===== src/sv/slps_pkg.sv =====
// Shared constants, command/status types and helpers for the status LED sequencer.
// No dependencies; used by every module of the block.
`default_nettype none

package slps_pkg;

   localparam int QUEUE_DEPTH = 8;
   localparam int QADDR_W     = $clog2(QUEUE_DEPTH);
   localparam int FILL_W      = $clog2(QUEUE_DEPTH + 1);

   localparam int STATUS_W    = 3;
   localparam int LED_W       = 2;
   localparam int QCNT_W      = 4;
   localparam int INTERVAL_W  = 16;
   localparam int HOLD_W      = 8;
   localparam int STEP_W      = 8;

   localparam int CSR_ADDR_W  = 3;
   localparam int CSR_DATA_W  = 32;

   localparam logic [STATUS_W-1:0] ST_FATAL   = 3'd0;
   localparam logic [STATUS_W-1:0] ST_BOOTING = 3'd1;
   localparam logic [STATUS_W-1:0] ST_UPGRADE = 3'd2;
   localparam logic [STATUS_W-1:0] ST_ERROR   = 3'd3;
   localparam logic [STATUS_W-1:0] ST_WARNING = 3'd4;
   localparam logic [STATUS_W-1:0] ST_INITING = 3'd5;
   localparam logic [STATUS_W-1:0] ST_NORMAL  = 3'd6;
   localparam logic [STATUS_W-1:0] ST_NONE    = 3'd7;

   localparam logic [LED_W-1:0] LED_OFF    = 2'd0;
   localparam logic [LED_W-1:0] LED_RED    = 2'd1;
   localparam logic [LED_W-1:0] LED_GREEN  = 2'd2;
   localparam logic [LED_W-1:0] LED_YELLOW = 2'd3;

   localparam logic OP_TICK = 1'b0;
   localparam logic OP_REQ  = 1'b1;

   localparam logic REG_TICK_INTERVAL = 1'b0;
   localparam logic REG_HOLD_STEPS    = 1'b1;

   localparam logic [INTERVAL_W-1:0] TICK_INTERVAL_RST = 16'd200;
   localparam logic [HOLD_W-1:0]     HOLD_STEPS_RST    = 8'd12;

   typedef struct packed {
      logic capture;
      logic read;
      logic exec;
      logic load;
   } cmd_type;

   typedef struct packed {
      logic out_free;
   } stat_type;

   // Queue index addition modulo the depth; both operands below the depth.
   function automatic logic [QADDR_W-1:0] wrap_add(logic [QADDR_W-1:0] a,
                                                   logic [QADDR_W-1:0] b);
      logic [QADDR_W:0] s;
      s = {1'b0, a} + {1'b0, b};
      if (s >= (QADDR_W+1)'(QUEUE_DEPTH)) begin
         s = s - (QADDR_W+1)'(QUEUE_DEPTH);
      end
      return s[QADDR_W-1:0];
   endfunction

endpackage

`default_nettype wire


===== src/sv/slps_csr.sv =====
// Configuration registers (tick interval, hold steps) behind the APB-style port.
// Depends on slps_pkg.
`default_nettype none

module slps_csr (
   input  wire logic                                 clock,
   input  wire logic                                 reset,
   input  wire logic                                 csr_psel,
   input  wire logic                                 csr_penable,
   input  wire logic                                 csr_pwrite,
   input  wire logic [slps_pkg::CSR_ADDR_W-1:0]      csr_paddr,
   input  wire logic [slps_pkg::CSR_DATA_W-1:0]      csr_pwdata,
   output logic      [slps_pkg::CSR_DATA_W-1:0]      csr_prdata,
   output logic                                      csr_pready,
   output logic      [slps_pkg::INTERVAL_W-1:0]      tick_interval,
   output logic      [slps_pkg::HOLD_W-1:0]          hold_steps
);

   logic [slps_pkg::INTERVAL_W-1:0] interval_ff, interval_in;
   logic [slps_pkg::HOLD_W-1:0]     hold_ff, hold_in;
   logic                            wr_en;
   logic                            reg_sel;

   assign csr_pready = 1'b1;
   assign reg_sel    = csr_paddr[2];
   assign wr_en      = csr_psel & csr_penable & csr_pwrite & csr_pready;

   always_comb begin
      interval_in = interval_ff;
      hold_in     = hold_ff;
      if (wr_en) begin
         case (reg_sel)
            slps_pkg::REG_TICK_INTERVAL: interval_in = csr_pwdata[slps_pkg::INTERVAL_W-1:0];
            slps_pkg::REG_HOLD_STEPS:    hold_in     = csr_pwdata[slps_pkg::HOLD_W-1:0];
            default: ;
         endcase
      end
   end

   always_ff @(posedge clock) begin
      if (reset) begin
         interval_ff <= slps_pkg::TICK_INTERVAL_RST;
         hold_ff     <= slps_pkg::HOLD_STEPS_RST;
      end else begin
         interval_ff <= interval_in;
         hold_ff     <= hold_in;
      end
   end

   always_comb begin
      case (reg_sel)
         slps_pkg::REG_TICK_INTERVAL:
            csr_prdata = slps_pkg::CSR_DATA_W'(interval_ff);
         slps_pkg::REG_HOLD_STEPS:
            csr_prdata = slps_pkg::CSR_DATA_W'(hold_ff);
         default:
            csr_prdata = '0;
      endcase
   end

   assign tick_interval = interval_ff;
   assign hold_steps    = hold_ff;

endmodule

`default_nettype wire


===== src/sv/slps_ctrl.sv =====
// Sequencing state machine: capture, queue read, update, result load.
// Depends on slps_pkg for the command and status structs.
`default_nettype none

module slps_ctrl (
   input  wire logic               clock,
   input  wire logic               reset,
   input  wire logic               req_tvalid,
   output logic                    req_tready,
   input  wire slps_pkg::stat_type stat,
   output slps_pkg::cmd_type       cmd
);

   localparam logic [1:0] S_IDLE = 2'd0;
   localparam logic [1:0] S_READ = 2'd1;
   localparam logic [1:0] S_EXEC = 2'd2;
   localparam logic [1:0] S_OUT  = 2'd3;

   logic [1:0] state_ff, state_in;
   logic       accept;

   assign req_tready = (state_ff == S_IDLE) & ~reset;
   assign accept     = req_tvalid & req_tready;

   always_comb begin
      state_in    = state_ff;
      cmd         = '0;
      case (state_ff)
         S_IDLE: begin
            if (accept) begin
               cmd.capture = 1'b1;
               state_in    = S_READ;
            end
         end
         S_READ: begin
            cmd.read = 1'b1;
            state_in = S_EXEC;
         end
         S_EXEC: begin
            cmd.exec = 1'b1;
            state_in = S_OUT;
         end
         S_OUT: begin
            // hold until the result register can take the transaction
            if (stat.out_free) begin
               cmd.load = 1'b1;
               state_in = S_IDLE;
            end
         end
         default: state_in = S_IDLE;
      endcase
   end

   always_ff @(posedge clock) begin
      if (reset) begin
         state_ff <= S_IDLE;
      end else begin
         state_ff <= state_in;
      end
   end

endmodule

`default_nettype wire


===== src/sv/slps_datapath.sv =====
// Status queue memory, step and tick counters, LED state and the result register.
// Depends on slps_pkg; driven by commands from slps_ctrl.
`default_nettype none

module slps_datapath (
   input  wire logic                                clock,
   input  wire logic                                reset,
   input  wire slps_pkg::cmd_type                   cmd,
   output slps_pkg::stat_type                       stat,
   input  wire logic                                in_op,
   input  wire logic [slps_pkg::STATUS_W-1:0]       in_status,
   input  wire logic [slps_pkg::INTERVAL_W-1:0]     tick_interval,
   input  wire logic [slps_pkg::HOLD_W-1:0]         hold_steps,
   input  wire logic                                rsp_tready,
   output logic                                     rsp_tvalid,
   output logic      [slps_pkg::LED_W-1:0]          out_led_color,
   output logic      [slps_pkg::STATUS_W-1:0]       out_shown_status,
   output logic      [slps_pkg::QCNT_W-1:0]         out_queue_count
);

   localparam int QA = slps_pkg::QADDR_W;
   localparam int FW = slps_pkg::FILL_W;

   // captured item
   logic                          op_ff;
   logic [slps_pkg::STATUS_W-1:0] st_ff;

   logic [slps_pkg::STATUS_W-1:0] queue_mem_ff [slps_pkg::QUEUE_DEPTH];
   logic [slps_pkg::STATUS_W-1:0] rd_data_ff;

   logic [QA-1:0]                   head_ff, head_in;
   logic [FW-1:0]                   fill_ff, fill_in;
   logic [slps_pkg::STEP_W-1:0]     step_ff, step_in;
   logic [slps_pkg::INTERVAL_W-1:0] cnt_ff, cnt_in;
   logic [slps_pkg::LED_W-1:0]      led_ff, led_in;
   logic [slps_pkg::STATUS_W-1:0]   last_ff, last_in;

   logic                            rsp_valid_ff;
   logic [slps_pkg::LED_W-1:0]      rsp_led_ff;
   logic [slps_pkg::STATUS_W-1:0]   rsp_shown_ff;
   logic [slps_pkg::QCNT_W-1:0]     rsp_qcnt_ff;

   logic                            fire;
   logic                            drop;
   logic [FW-1:0]                   fill_m1;
   logic [QA-1:0]                   head_next;
   logic [QA-1:0]                   rd_addr;
   logic [QA-1:0]                   wr_addr;
   logic                            wr_en;
   logic [QA-1:0]                   head_b;
   logic [FW-1:0]                   fill_b;
   logic [slps_pkg::STEP_W-1:0]     step_b;
   logic [slps_pkg::LED_W-1:0]      blink_led;

   assign fire      = (cnt_ff == '0);
   assign drop      = (fill_ff >= FW'(2)) && (step_ff >= hold_steps);
   assign fill_m1   = fill_ff - FW'(1);
   assign head_next = slps_pkg::wrap_add(head_ff, QA'(1));
   assign wr_addr   = slps_pkg::wrap_add(head_ff, fill_ff[QA-1:0]);

   // tick step reads the head after a possible drop; a request reads the newest entry
   always_comb begin
      if (op_ff == slps_pkg::OP_TICK) begin
         rd_addr = (fire && drop) ? head_next : head_ff;
      end else begin
         rd_addr = slps_pkg::wrap_add(head_ff, fill_m1[QA-1:0]);
      end
   end

   always_comb begin
      head_b = drop ? head_next : head_ff;
      fill_b = drop ? fill_m1 : fill_ff;
      step_b = drop ? '0 : step_ff;
   end

   always_comb begin
      case (rd_data_ff)
         slps_pkg::ST_ERROR:   blink_led = step_b[0] ? slps_pkg::LED_RED   : slps_pkg::LED_OFF;
         slps_pkg::ST_WARNING: blink_led = step_b[1] ? slps_pkg::LED_RED   : slps_pkg::LED_OFF;
         slps_pkg::ST_INITING: blink_led = step_b[0] ? slps_pkg::LED_GREEN : slps_pkg::LED_OFF;
         slps_pkg::ST_NORMAL:  blink_led = step_b[1] ? slps_pkg::LED_GREEN : slps_pkg::LED_OFF;
         default:              blink_led = slps_pkg::LED_RED;
      endcase
   end

   always_comb begin
      head_in = head_ff;
      fill_in = fill_ff;
      step_in = step_ff;
      cnt_in  = cnt_ff;
      led_in  = led_ff;
      last_in = last_ff;
      wr_en   = 1'b0;
      if (op_ff == slps_pkg::OP_TICK) begin
         if (fire) begin
            cnt_in  = (tick_interval == '0) ? '0
                                            : tick_interval - slps_pkg::INTERVAL_W'(1);
            step_in = step_b + slps_pkg::STEP_W'(1);
            if (fill_b == '0) begin
               head_in = '0;
               fill_in = '0;
               led_in  = slps_pkg::LED_RED;
               last_in = slps_pkg::ST_NONE;
            end else begin
               head_in = head_b;
               fill_in = fill_b;
               led_in  = blink_led;
               last_in = rd_data_ff;
            end
         end else begin
            cnt_in = cnt_ff - slps_pkg::INTERVAL_W'(1);
         end
      end else begin
         case (st_ff)
            slps_pkg::ST_FATAL, slps_pkg::ST_BOOTING, slps_pkg::ST_UPGRADE: begin
               head_in = '0;
               fill_in = '0;
               last_in = st_ff;
               step_in = step_ff + slps_pkg::STEP_W'(1);
               case (st_ff)
                  slps_pkg::ST_FATAL:   led_in = slps_pkg::LED_RED;
                  slps_pkg::ST_BOOTING: led_in = slps_pkg::LED_GREEN;
                  default:              led_in = slps_pkg::LED_YELLOW;
               endcase
            end
            slps_pkg::ST_ERROR, slps_pkg::ST_WARNING,
            slps_pkg::ST_INITING, slps_pkg::ST_NORMAL: begin
               // drop when full or a repeat of the newest entry
               if (fill_ff < FW'(slps_pkg::QUEUE_DEPTH) &&
                   !(fill_ff != '0 && rd_data_ff == st_ff)) begin
                  wr_en   = 1'b1;
                  fill_in = fill_ff + FW'(1);
               end
            end
            default: ;
         endcase
      end
   end

   always_ff @(posedge clock) begin
      if (cmd.capture) begin
         op_ff <= in_op;
         st_ff <= in_status;
      end
      if (cmd.read) begin
         rd_data_ff <= queue_mem_ff[rd_addr];
      end
      if (cmd.exec && wr_en) begin
         queue_mem_ff[wr_addr] <= st_ff;
      end
   end

   always_ff @(posedge clock) begin
      if (reset) begin
         head_ff <= '0;
         fill_ff <= '0;
         step_ff <= '0;
         cnt_ff  <= '0;
         led_ff  <= slps_pkg::LED_OFF;
         last_ff <= slps_pkg::ST_NONE;
      end else if (cmd.exec) begin
         head_ff <= head_in;
         fill_ff <= fill_in;
         step_ff <= step_in;
         cnt_ff  <= cnt_in;
         led_ff  <= led_in;
         last_ff <= last_in;
      end
   end

   assign stat.out_free = ~rsp_valid_ff | rsp_tready;

   always_ff @(posedge clock) begin
      if (reset) begin
         rsp_valid_ff <= 1'b0;
      end else if (cmd.load) begin
         rsp_valid_ff <= 1'b1;
      end else if (rsp_tready) begin
         rsp_valid_ff <= 1'b0;
      end
   end

   always_ff @(posedge clock) begin
      if (cmd.load) begin
         rsp_led_ff   <= led_ff;
         rsp_shown_ff <= last_ff;
         rsp_qcnt_ff  <= slps_pkg::QCNT_W'(fill_ff);
      end
   end

   assign rsp_tvalid       = rsp_valid_ff;
   assign out_led_color    = rsp_led_ff;
   assign out_shown_status = rsp_shown_ff;
   assign out_queue_count  = rsp_qcnt_ff;

endmodule

`default_nettype wire


===== src/sv/status_led_prompt_sequencer_top.sv =====
// Status LED prompt sequencer: one result per tick or status request.
//
// Input stream (req_): req_tuser is the item kind (0 millisecond tick,
// 1 status request), req_tdata[2:0] the status code (ignored on a tick).
// Result stream (rsp_): LED color, status last shown and queued count.
// Configuration (csr_): tick interval at byte 0, hold steps at byte 4;
// pready is always high, writes land on the access cycle.
//
// Each item passes through capture, registered queue memory read,
// state update and result load. rsp_tvalid rises when the result is loaded,
// and req_tready returns at the same time. The queue memory has one port,
// one read per item; a new item is accepted only once the last is loaded.
// Reset empties the queue, turns the LED off, shows "none" and primes the
// tick counter so the first tick fires a step; queue contents are not
// cleared and need no clearing pass. A stalled receiver holds the result
// in the output register; the next item is still accepted and finishes
// up to the load, where it waits for the register to drain.
// Depends on slps_pkg, slps_csr, slps_ctrl and slps_datapath.
`default_nettype none

module status_led_prompt_sequencer_top (
   input  wire logic                                clock,
   input  wire logic                                reset,
   input  wire logic                                req_tvalid,
   output logic                                     req_tready,
   input  wire logic [7:0]                          req_tdata,  // [2:0] status
   input  wire logic                                req_tuser,  // [0] op
   output logic                                     rsp_tvalid,
   input  wire logic                                rsp_tready,
   // [1:0] led_color, [4:2] shown_status, [8:5] queue_count, rest zero
   output logic      [15:0]                         rsp_tdata,
   input  wire logic                                csr_psel,
   input  wire logic                                csr_penable,
   input  wire logic                                csr_pwrite,
   input  wire logic [slps_pkg::CSR_ADDR_W-1:0]     csr_paddr,
   input  wire logic [slps_pkg::CSR_DATA_W-1:0]     csr_pwdata,
   output logic      [slps_pkg::CSR_DATA_W-1:0]     csr_prdata,
   output logic                                     csr_pready
);

   slps_pkg::cmd_type                cmd;
   slps_pkg::stat_type               stat;
   logic [slps_pkg::INTERVAL_W-1:0]  tick_interval;
   logic [slps_pkg::HOLD_W-1:0]      hold_steps;
   logic [slps_pkg::LED_W-1:0]       led_color;
   logic [slps_pkg::STATUS_W-1:0]    shown_status;
   logic [slps_pkg::QCNT_W-1:0]      queue_count;

   slps_csr u_csr (
      .clock         (clock),
      .reset         (reset),
      .csr_psel      (csr_psel),
      .csr_penable   (csr_penable),
      .csr_pwrite    (csr_pwrite),
      .csr_paddr     (csr_paddr),
      .csr_pwdata    (csr_pwdata),
      .csr_prdata    (csr_prdata),
      .csr_pready    (csr_pready),
      .tick_interval (tick_interval),
      .hold_steps    (hold_steps)
   );

   slps_ctrl u_ctrl (
      .clock      (clock),
      .reset      (reset),
      .req_tvalid (req_tvalid),
      .req_tready (req_tready),
      .stat       (stat),
      .cmd        (cmd)
   );

   slps_datapath u_dp (
      .clock            (clock),
      .reset            (reset),
      .cmd              (cmd),
      .stat             (stat),
      .in_op            (req_tuser),
      .in_status        (req_tdata[slps_pkg::STATUS_W-1:0]),
      .tick_interval    (tick_interval),
      .hold_steps       (hold_steps),
      .rsp_tready       (rsp_tready),
      .rsp_tvalid       (rsp_tvalid),
      .out_led_color    (led_color),
      .out_shown_status (shown_status),
      .out_queue_count  (queue_count)
   );

   assign rsp_tdata = {7'b0, queue_count, shown_status, led_color};

endmodule

`default_nettype wire


===== config.mk =====
export PLATFORM = sky130hd
export DESIGN_NAME = status_led_prompt_sequencer_top
export DESIGN_NICKNAME = d
export VERILOG_FILES = /design/src/sv/slps_pkg.sv /design/src/sv/slps_csr.sv /design/src/sv/slps_ctrl.sv /design/src/sv/slps_datapath.sv /design/src/sv/status_led_prompt_sequencer_top.sv
export SDC_FILE = /design/constraint.sdc
export NUM_CORES = 1
export LEC_CHECK = 0
export ABC_AREA = 1
export BUFFER_PORTS_ARGS = -buffer_cell sky130_fd_sc_hd__clkbuf_2
export CORE_MARGIN = 1
export CORE_UTILIZATION = 50
export CTS_CLUSTER_SIZE = 16
export DETAILED_ROUTE_END_ITERATION = 16
export PLACE_DENSITY = 0.73
export SLEW_MARGIN = 30
export SYNTH_ARGS = -nofsm -noshare
export SYNTH_HDL_FRONTEND = slang
export SYNTH_SLANG_ARGS = --single-unit
export TNS_END_PERCENT = 1

===== constraint.sdc =====
create_clock -name clock -period 2.4 [get_ports clock]
set_input_delay 0.48 -clock clock [delete_from_list [all_inputs] [get_ports clock]]
set_output_delay 0.48 -clock clock [all_outputs]
set_load 0.05 [all_outputs]

* Word-level counts from Yosys, hierarchy flattened
Memories as Yosys holds them, arrays and structs flattened. A register that Yosys moved wholly into a read port is not among the register bits.
Index checks and enable logic that the tools add are counted.
** Word-level totals
- Flip-flop bits (word level) :: 76
- Latch bits :: 0
- Bits in writable memories :: 24
- Bits in read-only memories :: 0
- Bits of input ports :: 51
- Output and inout bits :: 51
- Logic and storage cells :: 139
- Memories kept :: 1
** Operators by class
- $add $sub $neg :: 12
- Multiply operators :: 0
- Divide/modulo/power cells :: 0
- Order comparisons :: 6
- Equal/unequal tests :: 19
- Shifts and indexed selects :: 0
- Mux-type cells :: 53
- Bitwise gates (word level) :: 9
- Reduce and logical (&&, ||, !) cells :: 24
** Memories
- u_dp.queue_mem_ff :: depth 8, bits a word 3, read ports 1, clocked after memory_dff 1, wr ports 1, RTL line slps_datapath.sv:28 : logic [slps_pkg::STATUS_W-1:0] queue_mem_ff [slps_pkg::QUEUE_DEPTH];
** Operators with widths (number)
- 32-bit one-hot mux with 2 select lines :: 1
- 3-bit two-way mux :: 14
- 16-bit logical NOT :: 2
- 16-bit two-way mux :: 2
- 8-bit two-way mux :: 4
- 16-bit by 1-bit subtractor with 16-bit output, second input constant :: 2
- 4-bit two-way mux :: 5
- 3-bit equality test, second input constant :: 6
- 8-bit by 1-bit adder with 8-bit output, second input constant :: 2
- 2-bit two-way mux :: 8
- 2-bit one-hot mux with 4 select lines :: 2
- 1-bit two-way mux :: 15
- 4-bit >= comparator, second input constant :: 3
- 3-bit by 2-bit equality test with 1-bit output, second input constant :: 3
- 3-bit by 1-bit subtractor with 3-bit output, second input constant :: 3
- 3-bit by 3-bit adder with 4-bit output :: 2
- 8-bit >= comparator :: 1
- 4-bit one-hot mux with 2 select lines :: 1
- 2-bit AND reduction :: 4
- 4-bit AND reduction :: 2
- 3-bit != test, second input constant :: 2
- 1-bit logical AND :: 5
- 3-bit by 1-bit adder with 4-bit output, second input constant :: 1
- 4-bit by 1-bit adder with 4-bit output, second input constant :: 1
- 23 further kinds :: 32

* Depth between registers and ports, before layout
- Word-level depth :: 10
- Gate-level depth with buffers :: 22
- Gate-level depth less buffers :: 22

* By module
Synthesis repeated with hierarchy kept, for this count alone.
** Unflattened totals
- Cells, all modules :: 895
- Area, all modules :: 6488.7 um2
** Modules (own cells, without submodules)
- slps_datapath :: instances 1, cells each 650, area an instance 4901.0 um2, seq. area each 1941.9 um2
- slps_csr :: instances 1, cells each 209, area an instance 1345.0 um2, seq. area each 480.5 um2
- slps_ctrl :: instances 1, cells each 28, area an instance 186.4 um2, seq. area each 40.0 um2
- status_led_prompt_sequencer_top :: instances 1, cells each 8, area an instance 56.3 um2, seq. area each 0.0 um2

* Least setup slack after synthesis
OpenSTA, ideal clock, no wires.
- Path type :: input to output
- Start :: input port csr_paddr[2] (netlist name)
- End :: output port csr_prdata[4] (netlist name)
- Data arrival time :: 1.933 ns
- Slack :: -0.013 ns
- Stages on the path :: 3
- Buffers on the path :: 2
- Cells stage by stage :: clkbuf_1 > clkbuf_1 > o21ai_0
** On the way
- Cells in the longest elaborated chain, start to end :: 2
** RTL lines
- start: declaration :: RTL line status_led_prompt_sequencer_top.sv:35 : input wire logic [slps_pkg::CSR_ADDR_W-1:0] csr_paddr,
- 1-bit NOT (no source line)
- 32-bit one-hot mux with 2 select lines * :: RTL line slps_csr.sv:51 : case (reg_sel)
- end: declaration :: RTL line status_led_prompt_sequencer_top.sv:37 : output logic [slps_pkg::CSR_DATA_W-1:0] csr_prdata,
Mark *: on every way between the ends. The rest lies on a longest branch, timed or not. The select of a mux whose other input is x is not followed.

* Final worst setup path
- Start :: register u_csr.hold_ff, in the netlist u_csr.hold_steps[3]
- End :: register u_dp.step_ff[2] (netlist name)
** On the way
- Cells in the longest elaborated chain, start to end :: 6
** RTL lines
- start: declaration :: RTL line slps_csr.sv:20 : logic [slps_pkg::HOLD_W-1:0] hold_ff, hold_in;
- start signal: assignment :: RTL line slps_csr.sv:43 : hold_ff <= slps_pkg::HOLD_STEPS_RST;
- start signal: assignment :: RTL line slps_csr.sv:46 : hold_ff <= hold_in;
- 8-bit >= comparator :: RTL line slps_datapath.sv:56 : assign drop = (fill_ff >= FW'(2)) && (step_ff >= hold_steps);
- 1-bit logical AND :: RTL line slps_datapath.sv:56
- 8-bit two-way mux :: RTL line slps_datapath.sv:73 : step_b = drop ? '0 : step_ff;
- 8-bit by 1-bit adder with 8-bit output :: RTL line slps_datapath.sv:98 : step_in = step_b + slps_pkg::STEP_W'(1);
- 8-bit two-way mux :: RTL line slps_datapath.sv:95 : if (fire) begin
- 8-bit two-way mux :: RTL line slps_datapath.sv:94 : if (op_ff == slps_pkg::OP_TICK) begin
- end signal: assignment :: RTL line slps_datapath.sv:164 : step_ff <= step_in;
- end: declaration :: RTL line slps_datapath.sv:33 : logic [slps_pkg::STEP_W-1:0] step_ff, step_in;
Every way passes these cells. The select of a mux whose other input is x is not followed.
A chain may end at the register's enable or synchronous reset.

==> impl_results.md <==
* Die height at 113 microns
* Port bufs at 54
* Worst-Margin Slew at between 0.6 and 0.7 ns
* Vias in the first global route at about 4800
* Crit path capture type: flip-flop
* Clock latency on the worst-skew pair at 0.36 ns
* Max Transition Viols Final at 0
* Min-Delay Startpoint: req_tdata[1]
* Setup Skew at 0.00689 ns
* RR Endpoint: u_dp.step_ff[2]
* Clock period minus worst slack at between 2 and 2.5 ns
* Htree depth at 3
* WP data required at approximately 2.7 ns
* Worst r2r src: u_csr.hold_steps[3]
* Total GRT Usage at 22.7%
* Yosys warns at 0
* Sequential Power Share at 34.1%
* Final wirelength at about 14000 microns
* Design area at about 7100 sq um
* Row cnt at 39
* Status: complete, no violations
* Clock Path Buffers at 2
* Worst path cell trace: inv_2 -> ha_4 -> nand2_2 -> nor2_1 -> nor2_1 -> nand2_1 -> nand2_2 -> nand2_4 -> nand2_4 -> inv_4 -> nand2_4 -> nand2_4 -> inv_4 -> ha_4 -> buf_4 -> buf_4 -> buf_4 -> a22oi_1 -> nor2_1
* CTS Root Cell: clkbuf_16
* Synthesis-to-finish area growth at 17.0%
* Main synth FF type: dfxtp_1
* Post-synth top area share at 20.7%
* WL/cell at 13.6 microns
* # setup viols final at 0
* Clock share of power at 20.9%
* Combinational share of power at 45.1%
* Slew headroom at 55.9%
* Synth top area cells: dfxtp_1 (21%), edfxtp_1 (20%), nand2_1 (9.4%)
* Placed Area at 6630 sq um
* Critical Path Start: u_csr.hold_steps[3]
* Residual DRC at 0
* Fin nets at 956
* Hpwl dp at 10000 microns
* Cell family with most CP delay: simple AND/OR/NAND/NOR gates
* Inserted Diodes at 0
* Number of enable flip-flop cells after synthesis at 40
* Crit path largest cell delay at 0.33 ns
* Non-filler cells, final at about 1000
* Cell mode on critical path: nand2_4
* CP max FO at 3
* LEAKAGE at between 3 and 4 nW
* Initial core utilization at 52.4%
* Startpoint Class: flip-flop
* HP Class: input pin to flip-flop
* Die Area at 12700 sq um
* First-pass DRT Iterations at 5
* CP max stage cell: dfxtp_2
* Psw at 2.77 mW
* Worst Slack Setup Final at 0.0791 ns
* Crit path buf inv count at 6
* DP Worst Slack at -0.0927 ns
* Clock transition at path regs at 0.07 ns
* Final Hold Viols at 0
* Count leader, synth: nand2_1
* TritonCTS buffer count at 9
* Die width at 113 microns
* Post-layout util at 61.2%
* Syn Inst Count at slightly below 800
* Largest net degree at the start of global routing at 43
* Internal at 3.74 mW
* Hold endpoint: u_dp.st_ff[1]
* Hold depth at 1
* R2R setup slack at 0.08 ns
* Global-route wire length before repair at around 22000 microns
* Gr ovfl total at 0
* Power Density at 913 nW/um^2
* Fin crit share at 96.7%
* Routed vias/inst at 5.18
* Unique cell type count in the Yosys netlist at 44
* Initial DRC count at around 470
* Initial antenna violation count at 0
* Routed vias at 5320
* DRT antenna net count at 0
* Core footprint at 11700 sq um
* Cell taking the most area after synthesis: dfxtp_1
* Achievable Freq at 431 MHz
* Hold Buf Count CTS at 0
* Peak supply drop at approximately 0.49 mV
* Sw frac at around 43%
* Placed Cells at 1005
* CTS tree: done
* Mean area per synthesized cell at roughly 7.7 sq um
* Critical path class: flip-flop to flip-flop
* I/O Pins at 102
* Layout cells sized above 1 at between 20% and 30%
* Clk sinks at 103
* Worst reg2reg path depth at 19
* Sequential area share after synthesis at 40.3%
* Async SR Flop Fraction at 0%
* Synthesis-stage register bit count at ~100
* Synthesized cell area at 6110 sq um
* Most instantiated cells after synthesis: nand2_1 (153), inv_1 (113), nor2_1 (71), a21oi_1 (65), dfxtp_1 (63)
* Max_cap viols at 0
* Arrival time at the worst endpoint at ~2.6 ns
* RSZ-0062 raised after global routing: true
* GP Congestion at 0.874
[layout make-up]
class	count	area, sq um
Fill cell	1058	4520
Inverter	113	433
Sequential cell	103	2470
Tap cell	143	179
Timing Repair Buffer	96	593
Clock inverter	5	33.8
Multi-Input combinational cell	557	3200
Clock buffer	11	234
[placed cells by master, fill, tap and decap left out, drive strengths merged, types with 2 or more instances in the layout]
master / n
a21oi: 66
a221oi: 4
a22oi: 2
buf: 42
clkbuf: 65
clkinv: 4
conb: 24
dfxtp: 63
edfxtp: 40
fa: 2
ha: 23
inv: 113
nand2: 162
nand3: 46
nand3b: 4
nand4: 19
nor2: 80
nor3: 15
o211ai: 7
o21ai: 60
o22ai: 3
xnor2: 5
xor2: 27
[power groups by stage]
| stage | clock [mW] | sequential (mW) | combinational, mW |
|---|---|---|---|
| global placement | 0 | 2.25 | 2.80 |
| floorplan | 0 | 2.29 | 2.11 |
| global route | 1.45 | 2.25 | 3.29 |
| finish | 1.36 | 2.22 | 2.94 |
| CTS | 1.38 | 2.21 | 2.85 |
| detailed placement | 0 | 2.25 | 2.82 |
[cells by family after synthesis]
group / count (synthesis) / synth area share [%]
adders and majority gates: 25 / 5.37
xor gates and xnor gates: 32 / 4.59
and+or+nand+nor: 328 / 24.8
DFF: 103 / 40.3
other: 2 / 0.123
buffers and inverters: 159 / 11.5
muxes: 1 / 0.164
AOI/OAI and AO/OA: 146 / 13.1
[sequential cells by signal, summed over array words and instances, names as in the netlist]
register / count
u_dp.op_ff: 1
u_dp.rsp_tvalid: 1
u_dp.step_ff: 8
u_dp.st_ff: 3
u_csr.hold_steps: 8
u_ctrl.state_ff: 2
u_dp.head_ff: 3
u_dp.led_ff: 2
u_dp.out_shown_status: 3
u_dp.fill_ff: 4
u_dp.out_led_color: 2
u_dp.queue_mem_ff: 24
u_dp.rd_data_ff: 3
u_csr.tick_interval: 16
u_dp.out_queue_count: 4
u_dp.cnt_ff: 16
u_dp.last_ff: 3
[how the worst max path moves through the flow]
stage                            endpoint  slack, ns  depth (start not counted)
after floorplan             csr_prdata[4]      -0.01                          3
after global placement    u_dp.step_ff[6]      -0.03                         20
after detailed placement  u_dp.step_ff[6]      -0.09                         20
after CTS                 u_dp.step_ff[6]      0.003                         20
after global routing      u_dp.step_ff[6]      -0.05                         18
final                     u_dp.step_ff[2]       0.08                         19
[what timing repair did]
action | in CTS | in global routing
pin swaps | 6 | 20
endpoints found under the setup margin | 5 | 12
gates cloned | 0 | 1
buffers inserted | 1 | 5
resized for setup | 4 | 47
[metrics by stage]
stage	power, mW	hold slack, ns	setup TNS (ns)
after floorplan	4.40	0.403	-0.0538
after global placement	5.04	0.422	-0.0277
after detailed placement	5.07	0.422	-0.118
after CTS	6.44	0.296	0
after global routing	6.98	0.295	-0.204
final	6.52	0.303	0
[metal layers]
layer,global-route usage [%],vias up,routed length (microns)
met5,0,-,0
met4,7.47,0,185
met3,4.27,14,608
met2,35.7,136,6530
met1,31.4,2429,6680
li1,-,2741,-
Note: power is estimated with default switching activity, not from simulation.
